`src/hw/rtl/assert_macros.svh`:
```
// Assertion macros used by the RTL sequencer.
`ifndef ASSERT_MACROS_SVH
`define ASSERT_MACROS_SVH

// Property must hold at every clock outside reset.
`define PFD_ASSERT(lbl, clk, rst_n, prop, msg) \
    lbl: assert property (@(posedge clk) disable iff (!rst_n) prop) else $error(msg);

// Condition must never be seen outside reset.
`define PFD_NEVER(lbl, clk, rst_n, cond, msg) \
    lbl: assert property (@(posedge clk) disable iff (!rst_n) !(cond)) else $error(msg);

`endif

```
`src/hw/rtl/pfd_pkg.sv`:
```
// Types, constants, microcode table and helpers of the PID controller.
package pfd_pkg;

    localparam int DW        = 32;
    localparam int FB        = 16;
    localparam int PROD_W    = 2 * (DW + 1);
    localparam int CFG_IDX_W = 3;
    localparam int STEP_W    = 4;

    localparam logic [16:0] ALPHA_ONE = 17'd65536;

    localparam logic [2:0] REG_KP     = 3'd0;
    localparam logic [2:0] REG_KI     = 3'd1;
    localparam logic [2:0] REG_KD     = 3'd2;
    localparam logic [2:0] REG_PERIOD = 3'd3;
    localparam logic [2:0] REG_RATE   = 3'd4;
    localparam logic [2:0] REG_ALPHA  = 3'd5;
    localparam logic [2:0] REG_MIN    = 3'd6;
    localparam logic [2:0] REG_MAX    = 3'd7;

    localparam logic [1:0] CS_NONE = 2'd0;
    localparam logic [1:0] CS_HIGH = 2'd1;
    localparam logic [1:0] CS_LOW  = 2'd2;

    typedef enum logic [1:0] {
        ALU_NOP,
        ALU_ERR,
        ALU_ESUM,
        ALU_FINAL
    } t_alu;

    // multiplier operand pair; also tags the result for write-back
    typedef enum logic [2:0] {
        M_NONE,
        M_KP_E,
        M_RATE_DM,
        M_AC_DFILT,
        M_KD_DRAW,
        M_KI_TS,
        M_A_KDD,
        M_KTS_ESUM
    } t_msel;

    typedef logic [STEP_W-1:0] t_step;

    typedef struct packed {
        t_alu  alu;
        t_msel msel;
        logic  jz_ki;
        t_step target;
        logic  last;
    } t_uop;

    localparam t_uop UOP_IDLE = '{alu: ALU_NOP, msel: M_NONE, jz_ki: 1'b0,
                                  target: '0, last: 1'b0};

    localparam t_step UC_LAST = t_step'(9);

    function automatic t_uop ucode(input t_step s);
        t_uop u;
        u = UOP_IDLE;
        case (s)
            t_step'(0): u.alu = ALU_ERR;
            t_step'(1): begin
                u.alu  = ALU_ESUM;
                u.msel = M_KP_E;
            end
            t_step'(2): u.msel = M_RATE_DM;
            t_step'(3): u.msel = M_AC_DFILT;
            t_step'(4): u.msel = M_KD_DRAW;
            t_step'(5): u.msel = M_KI_TS;
            t_step'(6): begin
                u.msel   = M_A_KDD;
                u.jz_ki  = 1'b1;
                u.target = t_step'(8);
            end
            t_step'(7): u.msel = M_KTS_ESUM;
            t_step'(8): u.msel = M_NONE;
            t_step'(9): begin
                u.alu  = ALU_FINAL;
                u.last = 1'b1;
            end
            default: u = UOP_IDLE;
        endcase
        return u;
    endfunction

    function automatic logic signed [DW-1:0] sat32(input logic signed [DW+1:0] v);
        logic signed [DW+1:0] hi;
        logic signed [DW+1:0] lo;
        hi = {3'b000, {(DW-1){1'b1}}};
        lo = {3'b111, {(DW-1){1'b0}}};
        if (v > hi) begin
            return hi[DW-1:0];
        end else if (v < lo) begin
            return lo[DW-1:0];
        end
        return v[DW-1:0];
    endfunction

endpackage

```
`src/hw/rtl/pfd_in_if.sv`:
```
// Input channel: update/init word with handshake.
interface pfd_in_if;
    logic               valid;
    logic               ready;
    logic               cmd;
    logic signed [31:0] setpoint;
    logic signed [31:0] measured;

    modport source(output valid, cmd, setpoint, measured, input ready);
    modport sink(input valid, cmd, setpoint, measured, output ready);
endinterface

```
`src/hw/rtl/pfd_out_if.sv`:
```
// Output channel: drive word with handshake.
interface pfd_out_if;
    logic               valid;
    logic               ready;
    logic signed [31:0] drive;
    logic [1:0]         clamp_state;
    logic               integ_frozen;

    modport source(output valid, drive, clamp_state, integ_frozen, input ready);
    modport sink(input valid, drive, clamp_state, integ_frozen, output ready);
endinterface

```
`src/hw/rtl/pid_filtered_deriv_antiwindup.sv`:
```
// Top level: PID controller with filtered derivative and anti-windup.
// channel  dir  words
// i_in     in   cmd, setpoint, measured
// o_out    out  drive, clamp_state, integ_frozen
// i_cfg    in   we, idx, data (register write, no read-back)
// An update word runs a 10-step microprogram (9 steps when ki is zero) on one
// shared multiplier; ready returns in the cycle after the last step, so a new
// word is not accepted until the update is done. An init word is taken while idle.
// The last step waits while the output register is full and not taken.
// Reset is synchronous, loads the register defaults and clears the integrator, filter, history and output valid.
module pid_filtered_deriv_antiwindup (
    input  logic                              i_clk,
    input  logic                              i_rst_n,
    pfd_in_if.sink                            i_in,
    pfd_out_if.source                         o_out,
    input  logic                              i_cfg_we,
    input  logic [pfd_pkg::CFG_IDX_W-1:0]     i_cfg_idx,
    input  logic [pfd_pkg::DW-1:0]            i_cfg_data
);

    localparam int DW = pfd_pkg::DW;

    logic signed [DW-1:0] r_kp, r_ki, r_kd, r_min, r_max;
    logic [DW-2:0]        r_period, r_rate;
    logic [16:0]          r_alpha;

    logic signed [DW-1:0] r_integ, r_old_integ, r_prev_error, r_prev_meas, r_dfilt;
    logic signed [DW-1:0] r_sp, r_meas, r_e, r_p, r_draw, r_t, r_kdd, r_kts;
    logic signed [DW:0]   r_dm, r_esum;

    logic                 r_ovld;
    logic signed [DW-1:0] r_drive;
    logic [1:0]           r_cs;
    logic                 r_frz;

    logic                 w_acc, w_busy, w_hold, w_ki_zero;
    pfd_pkg::t_uop        w_uop;
    pfd_pkg::t_msel       w_tag;
    logic signed [DW-1:0] w_res;
    logic signed [DW:0]   w_a, w_b;
    logic [16:0]          w_alpha;
    logic signed [DW:0]   w_diff;
    logic signed [DW+1:0] w_u;
    logic                 w_hi, w_lo, w_push, w_frz;

    assign i_in.ready = !w_busy;
    assign w_acc      = i_in.valid && !w_busy;
    assign w_hold     = r_ovld && !o_out.ready;
    assign w_ki_zero  = (r_ki == '0);
    assign w_alpha    = (r_alpha > pfd_pkg::ALPHA_ONE) ? pfd_pkg::ALPHA_ONE : r_alpha;

    pfd_seq u_seq (
        .i_clk     (i_clk),
        .i_rst_n   (i_rst_n),
        .i_start   (w_acc && !i_in.cmd),
        .i_ki_zero (w_ki_zero),
        .i_hold    (w_hold),
        .o_uop     (w_uop),
        .o_busy    (w_busy)
    );

    always_comb begin
        w_a = '0;
        w_b = '0;
        case (w_uop.msel)
            pfd_pkg::M_KP_E: begin
                w_a = {r_kp[DW-1], r_kp};
                w_b = {r_e[DW-1], r_e};
            end
            pfd_pkg::M_RATE_DM: begin
                w_a = {2'b00, r_rate};
                w_b = r_dm;
            end
            pfd_pkg::M_AC_DFILT: begin
                w_a = (DW+1)'(pfd_pkg::ALPHA_ONE - w_alpha);
                w_b = {r_dfilt[DW-1], r_dfilt};
            end
            pfd_pkg::M_KD_DRAW: begin
                w_a = {r_kd[DW-1], r_kd};
                w_b = {r_draw[DW-1], r_draw};
            end
            pfd_pkg::M_KI_TS: begin
                w_a = {r_ki[DW-1], r_ki};
                w_b = {2'b00, r_period};
            end
            pfd_pkg::M_A_KDD: begin
                w_a = (DW+1)'(w_alpha);
                w_b = {r_kdd[DW-1], r_kdd};
            end
            pfd_pkg::M_KTS_ESUM: begin
                w_a = {r_kts[DW-1], r_kts};
                w_b = r_esum;
            end
            default: begin
                w_a = '0;
                w_b = '0;
            end
        endcase
    end

    pfd_mul u_mul (
        .i_clk   (i_clk),
        .i_rst_n (i_rst_n),
        .i_tag   (w_uop.msel),
        .i_a     (w_a),
        .i_b     (w_b),
        .o_tag   (w_tag),
        .o_res   (w_res)
    );

    assign w_diff = {r_sp[DW-1], r_sp} - {r_meas[DW-1], r_meas};

    always_comb begin
        w_u = {{2{r_p[DW-1]}}, r_p} + {{2{r_integ[DW-1]}}, r_integ}
            + {{2{r_dfilt[DW-1]}}, r_dfilt};
        w_hi   = w_u > $signed({{2{r_max[DW-1]}}, r_max});
        w_lo   = w_u < $signed({{2{r_min[DW-1]}}, r_min});
        w_push = (r_ki[DW-1] == r_e[DW-1]);
        w_frz  = !w_ki_zero && (r_e != '0) && ((w_hi && w_push) || (w_lo && !w_push));
    end

    always_ff @(posedge i_clk) begin
        if (!i_rst_n) begin
            r_kp         <= DW'(65536);
            r_ki         <= '0;
            r_kd         <= '0;
            r_period     <= (DW-1)'(65536);
            r_rate       <= (DW-1)'(65536);
            r_alpha      <= 17'd5958;
            r_min        <= '0;
            r_max        <= DW'(65536);
            r_integ      <= '0;
            r_prev_error <= '0;
            r_prev_meas  <= '0;
            r_dfilt      <= '0;
            r_ovld       <= 1'b0;
        end else begin
            if (i_cfg_we) begin
                case (i_cfg_idx)
                    pfd_pkg::REG_KP:     r_kp     <= i_cfg_data;
                    pfd_pkg::REG_KI:     r_ki     <= i_cfg_data;
                    pfd_pkg::REG_KD:     r_kd     <= i_cfg_data;
                    pfd_pkg::REG_PERIOD: r_period <= i_cfg_data[DW-2:0];
                    pfd_pkg::REG_RATE:   r_rate   <= i_cfg_data[DW-2:0];
                    pfd_pkg::REG_ALPHA:  r_alpha  <= i_cfg_data[16:0];
                    pfd_pkg::REG_MIN:    r_min    <= i_cfg_data;
                    pfd_pkg::REG_MAX:    r_max    <= i_cfg_data;
                    default: ;
                endcase
            end

            if (w_acc && i_in.cmd) begin
                r_integ      <= '0;
                r_prev_error <= '0;
                r_dfilt      <= '0;
                r_prev_meas  <= i_in.measured;
            end

            case (w_tag)
                pfd_pkg::M_A_KDD:
                    r_dfilt <= pfd_pkg::sat32({{2{r_t[DW-1]}}, r_t}
                                              + {{2{w_res[DW-1]}}, w_res});
                pfd_pkg::M_KTS_ESUM:
                    r_integ <= pfd_pkg::sat32({{2{r_integ[DW-1]}}, r_integ}
                                              + {{2{w_res[DW-1]}}, w_res});
                default: ;
            endcase

            if (w_uop.alu == pfd_pkg::ALU_FINAL) begin
                if (w_frz) begin
                    r_integ <= r_old_integ;
                end
                r_prev_error <= r_e;
                r_prev_meas  <= r_meas;
                r_ovld       <= 1'b1;
            end else if (o_out.ready) begin
                r_ovld <= 1'b0;
            end
        end

        if (w_acc) begin
            r_sp   <= i_in.setpoint;
            r_meas <= i_in.measured;
        end

        case (w_uop.alu)
            pfd_pkg::ALU_ERR: begin
                r_e         <= pfd_pkg::sat32({w_diff[DW], w_diff});
                r_dm        <= {r_prev_meas[DW-1], r_prev_meas} - {r_meas[DW-1], r_meas};
                r_old_integ <= r_integ;
            end
            pfd_pkg::ALU_ESUM:
                r_esum <= {r_e[DW-1], r_e} + {r_prev_error[DW-1], r_prev_error};
            pfd_pkg::ALU_FINAL: begin
                if (w_lo) begin
                    r_drive <= r_min;
                    r_cs    <= pfd_pkg::CS_LOW;
                end else if (w_hi) begin
                    r_drive <= r_max;
                    r_cs    <= pfd_pkg::CS_HIGH;
                end else begin
                    r_drive <= w_u[DW-1:0];
                    r_cs    <= pfd_pkg::CS_NONE;
                end
                r_frz <= w_frz;
            end
            default: ;
        endcase

        case (w_tag)
            pfd_pkg::M_KP_E:     r_p    <= w_res;
            pfd_pkg::M_RATE_DM:  r_draw <= w_res;
            pfd_pkg::M_AC_DFILT: r_t    <= w_res;
            pfd_pkg::M_KD_DRAW:  r_kdd  <= w_res;
            pfd_pkg::M_KI_TS:    r_kts  <= w_res;
            default: ;
        endcase
    end

    assign o_out.valid        = r_ovld;
    assign o_out.drive        = r_drive;
    assign o_out.clamp_state  = r_cs;
    assign o_out.integ_frozen = r_frz;

endmodule

```
`src/hw/rtl/pfd_mul.sv`:
```
// Shared multiplier: product register, then round half away and saturate.
module pfd_mul (
    input  logic                              i_clk,
    input  logic                              i_rst_n,
    input  pfd_pkg::t_msel                    i_tag,
    input  logic signed [pfd_pkg::DW:0]       i_a,
    input  logic signed [pfd_pkg::DW:0]       i_b,
    output pfd_pkg::t_msel                    o_tag,
    output logic signed [pfd_pkg::DW-1:0]     o_res
);

    logic [pfd_pkg::DW:0]         w_ma;
    logic [pfd_pkg::DW:0]         w_mb;
    logic [pfd_pkg::PROD_W-1:0]   r_mag;
    logic                         r_neg;
    pfd_pkg::t_msel               r_tag;
    logic                         w_sh17;
    logic [pfd_pkg::PROD_W:0]     w_sum;
    logic [pfd_pkg::PROD_W-pfd_pkg::FB:0] w_q;
    logic [pfd_pkg::PROD_W-pfd_pkg::FB:0] w_lim;
    logic [pfd_pkg::DW-1:0]       w_qs;

    assign w_ma = i_a[pfd_pkg::DW] ? -i_a : i_a;
    assign w_mb = i_b[pfd_pkg::DW] ? -i_b : i_b;

    always_ff @(posedge i_clk) begin
        if (!i_rst_n) begin
            r_tag <= pfd_pkg::M_NONE;
        end else begin
            r_tag <= i_tag;
        end
        r_mag <= w_ma * w_mb;
        r_neg <= i_a[pfd_pkg::DW] ^ i_b[pfd_pkg::DW];
    end

    // the integrator increment carries the extra halving bit
    assign w_sh17 = (r_tag == pfd_pkg::M_KTS_ESUM);

    always_comb begin
        w_sum = {1'b0, r_mag} + (w_sh17 ? ((pfd_pkg::PROD_W+1)'(1) << pfd_pkg::FB)
                                        : ((pfd_pkg::PROD_W+1)'(1) << (pfd_pkg::FB - 1)));
        if (w_sh17) begin
            w_q = {1'b0, w_sum[pfd_pkg::PROD_W:pfd_pkg::FB+1]};
        end else begin
            w_q = w_sum[pfd_pkg::PROD_W:pfd_pkg::FB];
        end
        w_lim = (pfd_pkg::PROD_W-pfd_pkg::FB+1)'(1) << (pfd_pkg::DW - 1);
        if (!r_neg) begin
            w_lim = w_lim - 1'b1;
        end
        w_qs  = (w_q > w_lim) ? w_lim[pfd_pkg::DW-1:0] : w_q[pfd_pkg::DW-1:0];
        o_res = r_neg ? -w_qs : w_qs;
    end

    assign o_tag = r_tag;

endmodule

```
`src/hw/rtl/pfd_seq.sv`:
```
// Microcode sequencer: step counter, program table, conditional jumps.
`include "assert_macros.svh"

module pfd_seq (
    input  logic          i_clk,
    input  logic          i_rst_n,
    input  logic          i_start,
    input  logic          i_ki_zero,
    input  logic          i_hold,
    output pfd_pkg::t_uop o_uop,
    output logic          o_busy
);

    logic                r_busy;
    pfd_pkg::t_step      r_step;
    pfd_pkg::t_uop       w_uop;

    assign w_uop = r_busy ? pfd_pkg::ucode(r_step) : pfd_pkg::UOP_IDLE;

    always_ff @(posedge i_clk) begin
        if (!i_rst_n) begin
            r_busy <= 1'b0;
            r_step <= '0;
        end else if (!r_busy) begin
            if (i_start) begin
                r_busy <= 1'b1;
                r_step <= '0;
            end
        end else if (w_uop.last) begin
            if (!i_hold) begin
                r_busy <= 1'b0;
            end
        end else if (w_uop.jz_ki && i_ki_zero) begin
            r_step <= w_uop.target;
        end else begin
            r_step <= r_step + 1'b1;
        end
    end

    always_comb begin
        o_uop = w_uop;
        if (w_uop.last && i_hold) begin
            o_uop.alu = pfd_pkg::ALU_NOP;
        end
    end

    assign o_busy = r_busy;

    `PFD_NEVER(a_step_range, i_clk, i_rst_n, r_busy && (r_step > pfd_pkg::UC_LAST), "step past end")
    `PFD_ASSERT(a_start, i_clk, i_rst_n, i_start && !r_busy |=> r_busy && (r_step == '0), "start lost")
    `PFD_ASSERT(a_run, i_clk, i_rst_n, r_busy && !w_uop.last |=> r_busy, "program ended early")

endmodule
```
`src/flat_wrapper.sv`:
```
// flat-port wrapper written by rule: the top's interface ports become plain ports
module pid_filtered_deriv_antiwindup_flat 
  (i_clk, i_rst_n, i_cfg_we, i_cfg_idx, i_cfg_data, i_in_valid, i_in_cmd, i_in_setpoint, i_in_measured, i_in_ready, o_out_valid, o_out_drive, o_out_clamp_state, o_out_integ_frozen, o_out_ready);
  pfd_in_if i_in_i ();
  pfd_out_if o_out_i ();
  input  logic i_clk;
  input  logic i_rst_n;
  input  logic i_cfg_we;
  input  logic [pfd_pkg::CFG_IDX_W-1:0] i_cfg_idx;
  input  logic [pfd_pkg::DW-1:0] i_cfg_data;
  input wire logic [$bits(i_in_i.valid)-1:0] i_in_valid;
  input wire logic [$bits(i_in_i.cmd)-1:0] i_in_cmd;
  input wire logic [$bits(i_in_i.setpoint)-1:0] i_in_setpoint;
  input wire logic [$bits(i_in_i.measured)-1:0] i_in_measured;
  output wire logic [$bits(i_in_i.ready)-1:0] i_in_ready;
  output wire logic [$bits(o_out_i.valid)-1:0] o_out_valid;
  output wire logic [$bits(o_out_i.drive)-1:0] o_out_drive;
  output wire logic [$bits(o_out_i.clamp_state)-1:0] o_out_clamp_state;
  output wire logic [$bits(o_out_i.integ_frozen)-1:0] o_out_integ_frozen;
  input wire logic [$bits(o_out_i.ready)-1:0] o_out_ready;
  assign i_in_i.valid = i_in_valid;
  assign i_in_i.cmd = i_in_cmd;
  assign i_in_i.setpoint = i_in_setpoint;
  assign i_in_i.measured = i_in_measured;
  assign i_in_ready = i_in_i.ready;
  assign o_out_valid = o_out_i.valid;
  assign o_out_drive = o_out_i.drive;
  assign o_out_clamp_state = o_out_i.clamp_state;
  assign o_out_integ_frozen = o_out_i.integ_frozen;
  assign o_out_i.ready = o_out_ready;
  pid_filtered_deriv_antiwindup u_core (.i_clk(i_clk), .i_rst_n(i_rst_n), .i_in(i_in_i), .o_out(o_out_i), .i_cfg_we(i_cfg_we), .i_cfg_idx(i_cfg_idx), .i_cfg_data(i_cfg_data));
endmodule
```
`config.mk`:
```
export PLATFORM = sky130hd
export DESIGN_NAME = pid_filtered_deriv_antiwindup_flat
export DESIGN_NICKNAME = d
export VERILOG_FILES = /design/src/hw/rtl/pfd_pkg.sv /design/src/hw/rtl/pfd_in_if.sv /design/src/hw/rtl/pfd_out_if.sv /design/src/hw/rtl/pid_filtered_deriv_antiwindup.sv /design/src/hw/rtl/pfd_mul.sv /design/src/hw/rtl/pfd_seq.sv /design/src/flat_wrapper.sv
export VERILOG_INCLUDE_DIRS = /design/src /design/src/hw/rtl
export SDC_FILE = /design/constraint.sdc
export NUM_CORES = 2
export LEC_CHECK = 0
export ABC_AREA = 1
export BUFFER_PORTS_ARGS = -buffer_cell sky130_fd_sc_hd__buf_2
export CAP_MARGIN = 20
export CORE_ASPECT_RATIO = 1.75
export CORE_MARGIN = 4
export CORE_UTILIZATION = 39
export CTS_CLUSTER_DIAMETER = 80
export DETAILED_ROUTE_END_ITERATION = 12
export MAX_ROUTING_LAYER = met4
export SLEW_MARGIN = 5
export SYNTH_ARGS = -nofsm -noshare
export SYNTH_HDL_FRONTEND = slang
export SYNTH_HIERARCHICAL = 1
export SYNTH_SLANG_ARGS = --single-unit
```
`constraint.sdc`:
```
create_clock -name i_clk -period 33.6 [get_ports i_clk]
set_input_delay 1.68 -clock i_clk [delete_from_list [all_inputs] [get_ports i_clk]]
set_output_delay 1.68 -clock i_clk [all_outputs]
set_load 0.005 [all_outputs]
```
==> results.toml <==
[run_status]
status = "complete, no violations"

[final_layout]
largestRegisters = "u_core/u_mul/r_mag (51), u_core/r_dm (33), u_core/r_esum (33)"
syn2layout_area_growth_pct = 7.85
layout.nets = 12600
instances_no_fill = 13800
largest_register_ffs = 51
fill_cells = 22300
drive_gt1_share_pct = 6.10
top_register = "u_core/u_mul/r_mag"

[sta]
period_minus_slack_ps = 14040
hold_viol = 0
max_slew.worst_pin.slew_ps = 1160
skew_ps = 33.4
clock.fmax_mhz = 71.2
tns_ps = 0
setup_viol = 0
whs_ps = 458
slew_headroom_pct = 22.0
finalMaxSlewViolations = 0
fin_crit_sh_pct = 41.8
rsz0062_at_grt = "no"

[synth]
synthesis.nets = 12600
yosys_warnings = 6
syn_area_um2 = 85500
synth_cells = 10900
synth.avg_cell_area_um2 = 7.83

[setup_path]
critPathBufInv = 17
crit_slowest_cell = "a211oi_1"
crit_path_max_fanout = 37
timing.reg2reg.setup_slack_ps = 19560
crit_top_cell = "inv_1"
worstPathArrival_ps = 14640
crit_required_ps = 34200
endpoint_kind = "flip-flop"
cpPeakStageDelay_ps = 930
crit_family = "adder cells"
start_kind = "flip-flop"
critical_path_class = "flip-flop to flip-flop"

[power_and_ir_drop]
power_density_nw_per_um2 = 25.3
ir_drop_v = 0.0000429
p_total_w = 0.00233
power.leakage_nw = 44.9

[clock_tree]
cts_setup_buffers = 0
clock_latency_ps = 690
cts_tree = "done"
cts_buffer_depth = 3
clk_pin_slew_ps = 80
clock_sinks = 817
cts_resized = 0
cts_hold_buffers = 0
cts-root-buf = "clkbuf_16"
cts_inserted_buffers = 76
htree_levels = 3

[floorplan]
floorplan.initialDensity_pct = 39.1
die-area_um2 = 227000
design.portCount = 142
die_h_um = 627
rows = 227
die_x_um = 362
fp.coreArea_um2 = 218000

[placement]
place_inst = 13700
dp_hpwl_um = 286000
port_buffers = 141
gp_congestion = 1.05

[worst_hold_path]
hold_class = "flip-flop to flip-flop"

[global_routing]
grt_max_degree = 124
grt_pass1_vias = 79200
grt_pass1_wl_um = 515000
antenna_found_initial = 15
grt_overflow = 0
grtUsageTotal_pct = 31.8

[job]
drv_cap = 0

[drt]
via_per_inst = 5.46
avgRoutedWirePerCell_um = 25.5
drtAntennaViolNets = 0
drc = 0
firstDrtPassIters = 7
routed_wl_um = 353000
vias = 75600
first_iter_violations = 5500
cells in the final DEF, fill, tap and decap left out, drive strengths merged, types with 4 or more instances in the layout:
| cell | instances |
|---|---|
| a211oi | 8 |
| a21boi | 14 |
| a21o | 28 |
| a21oi | 545 |
| a221oi | 55 |
| a22o | 15 |
| a22oi | 40 |
| a31oi | 68 |
| and2 | 4 |
| buf | 305 |
| bufinv | 5 |
| clkbuf | 105 |
| clkinv | 44 |
| clkinvlp | 4 |
| dfxtp | 428 |
| diode | 11 |
| edfxtp | 389 |
| fa | 996 |
| ha | 561 |
| inv | 1925 |
| nand2 | 2483 |
| nand3 | 349 |
| nand3b | 17 |
| nand4 | 129 |
| nor2 | 1328 |
| nor3 | 88 |
| nor3b | 4 |
| nor4 | 30 |
| o2111ai | 9 |
| o211ai | 47 |
| o21a | 16 |
| o21ai | 565 |
| o21bai | 34 |
| o221ai | 13 |
| o22ai | 4 |
| o31ai | 4 |
| or2 | 31 |
| xnor2 | 104 |
| xor2 | 168 |
where the power goes:
part	switching, W	internal [W]
registers	0.0000258	0.00108
clock network	0.000429	0.000500
logic	0.000217	0.0000848
total	0.000672	0.00166
final cells by class:
cell class / instances / area (um^2) / share of cell area, %
flip-flops and latches: 817 / 20300 / 22.0
inverters: 1940 / 7280 / 7.90
diodes: 11 / 27.5 / 0.0299
well taps: 2862 / 3580 / 3.88
repair buffers: 306 / 1970 / 2.14
clock buffers: 104 / 2170 / 2.35
clock inverters: 38 / 415 / 0.451
multi-input cells: 7770 / 56500 / 61.3
worst reg2reg max path: cells and delay by family, from the launching register on:
family / cells / cell delay, ps
adder cells (fa/ha/maj): 10 / 4770
buffers and inverters: 17 / 3450
AND/OR/NAND/NOR: 13 / 2520
AO/OA/AOI/OAI: 8 / 2460
flip-flops: 1 / 600
XOR/XNOR: 1 / 170
worst paths after layout:
kind / start / end / cells past startpoint
max: u_core/u_seq/o_busy / u_core/u_mul/r_mag[62] / 49
min: u_core/r_kd[13] / u_core/r_kd[13] / 2
max reg2reg: u_core/u_seq/o_busy / u_core/u_mul/r_mag[62] / 49
min reg2reg: u_core/r_kd[13] / u_core/r_kd[13] / 2
through the flow:
stage / setup WS (ps) / utilization (%) / instance area, um^2
floorplan: 22810 / - / 85500
global placement: 19860 / 41.0 / 89600
detailed placement: 19990 / 41.0 / 89600
CTS: 19870 / 42.2 / 92200
global route: 19050 / 42.2 / 92200
finish: 19560 / 42.2 / 92200
layer usage:
metal | wire [um] | track usage (%) | vias to the layer above
met5 | 0 | - | -
met4 | 43200 | 30.1 | 0
met3 | 17600 | 3.53 | 1420
met2 | 182000 | 57.2 | 3130
met1 | 110000 | 29.1 | 36800
li1 | - | - | 34300
No activity file was read; power rests on OpenSTA's default activity.
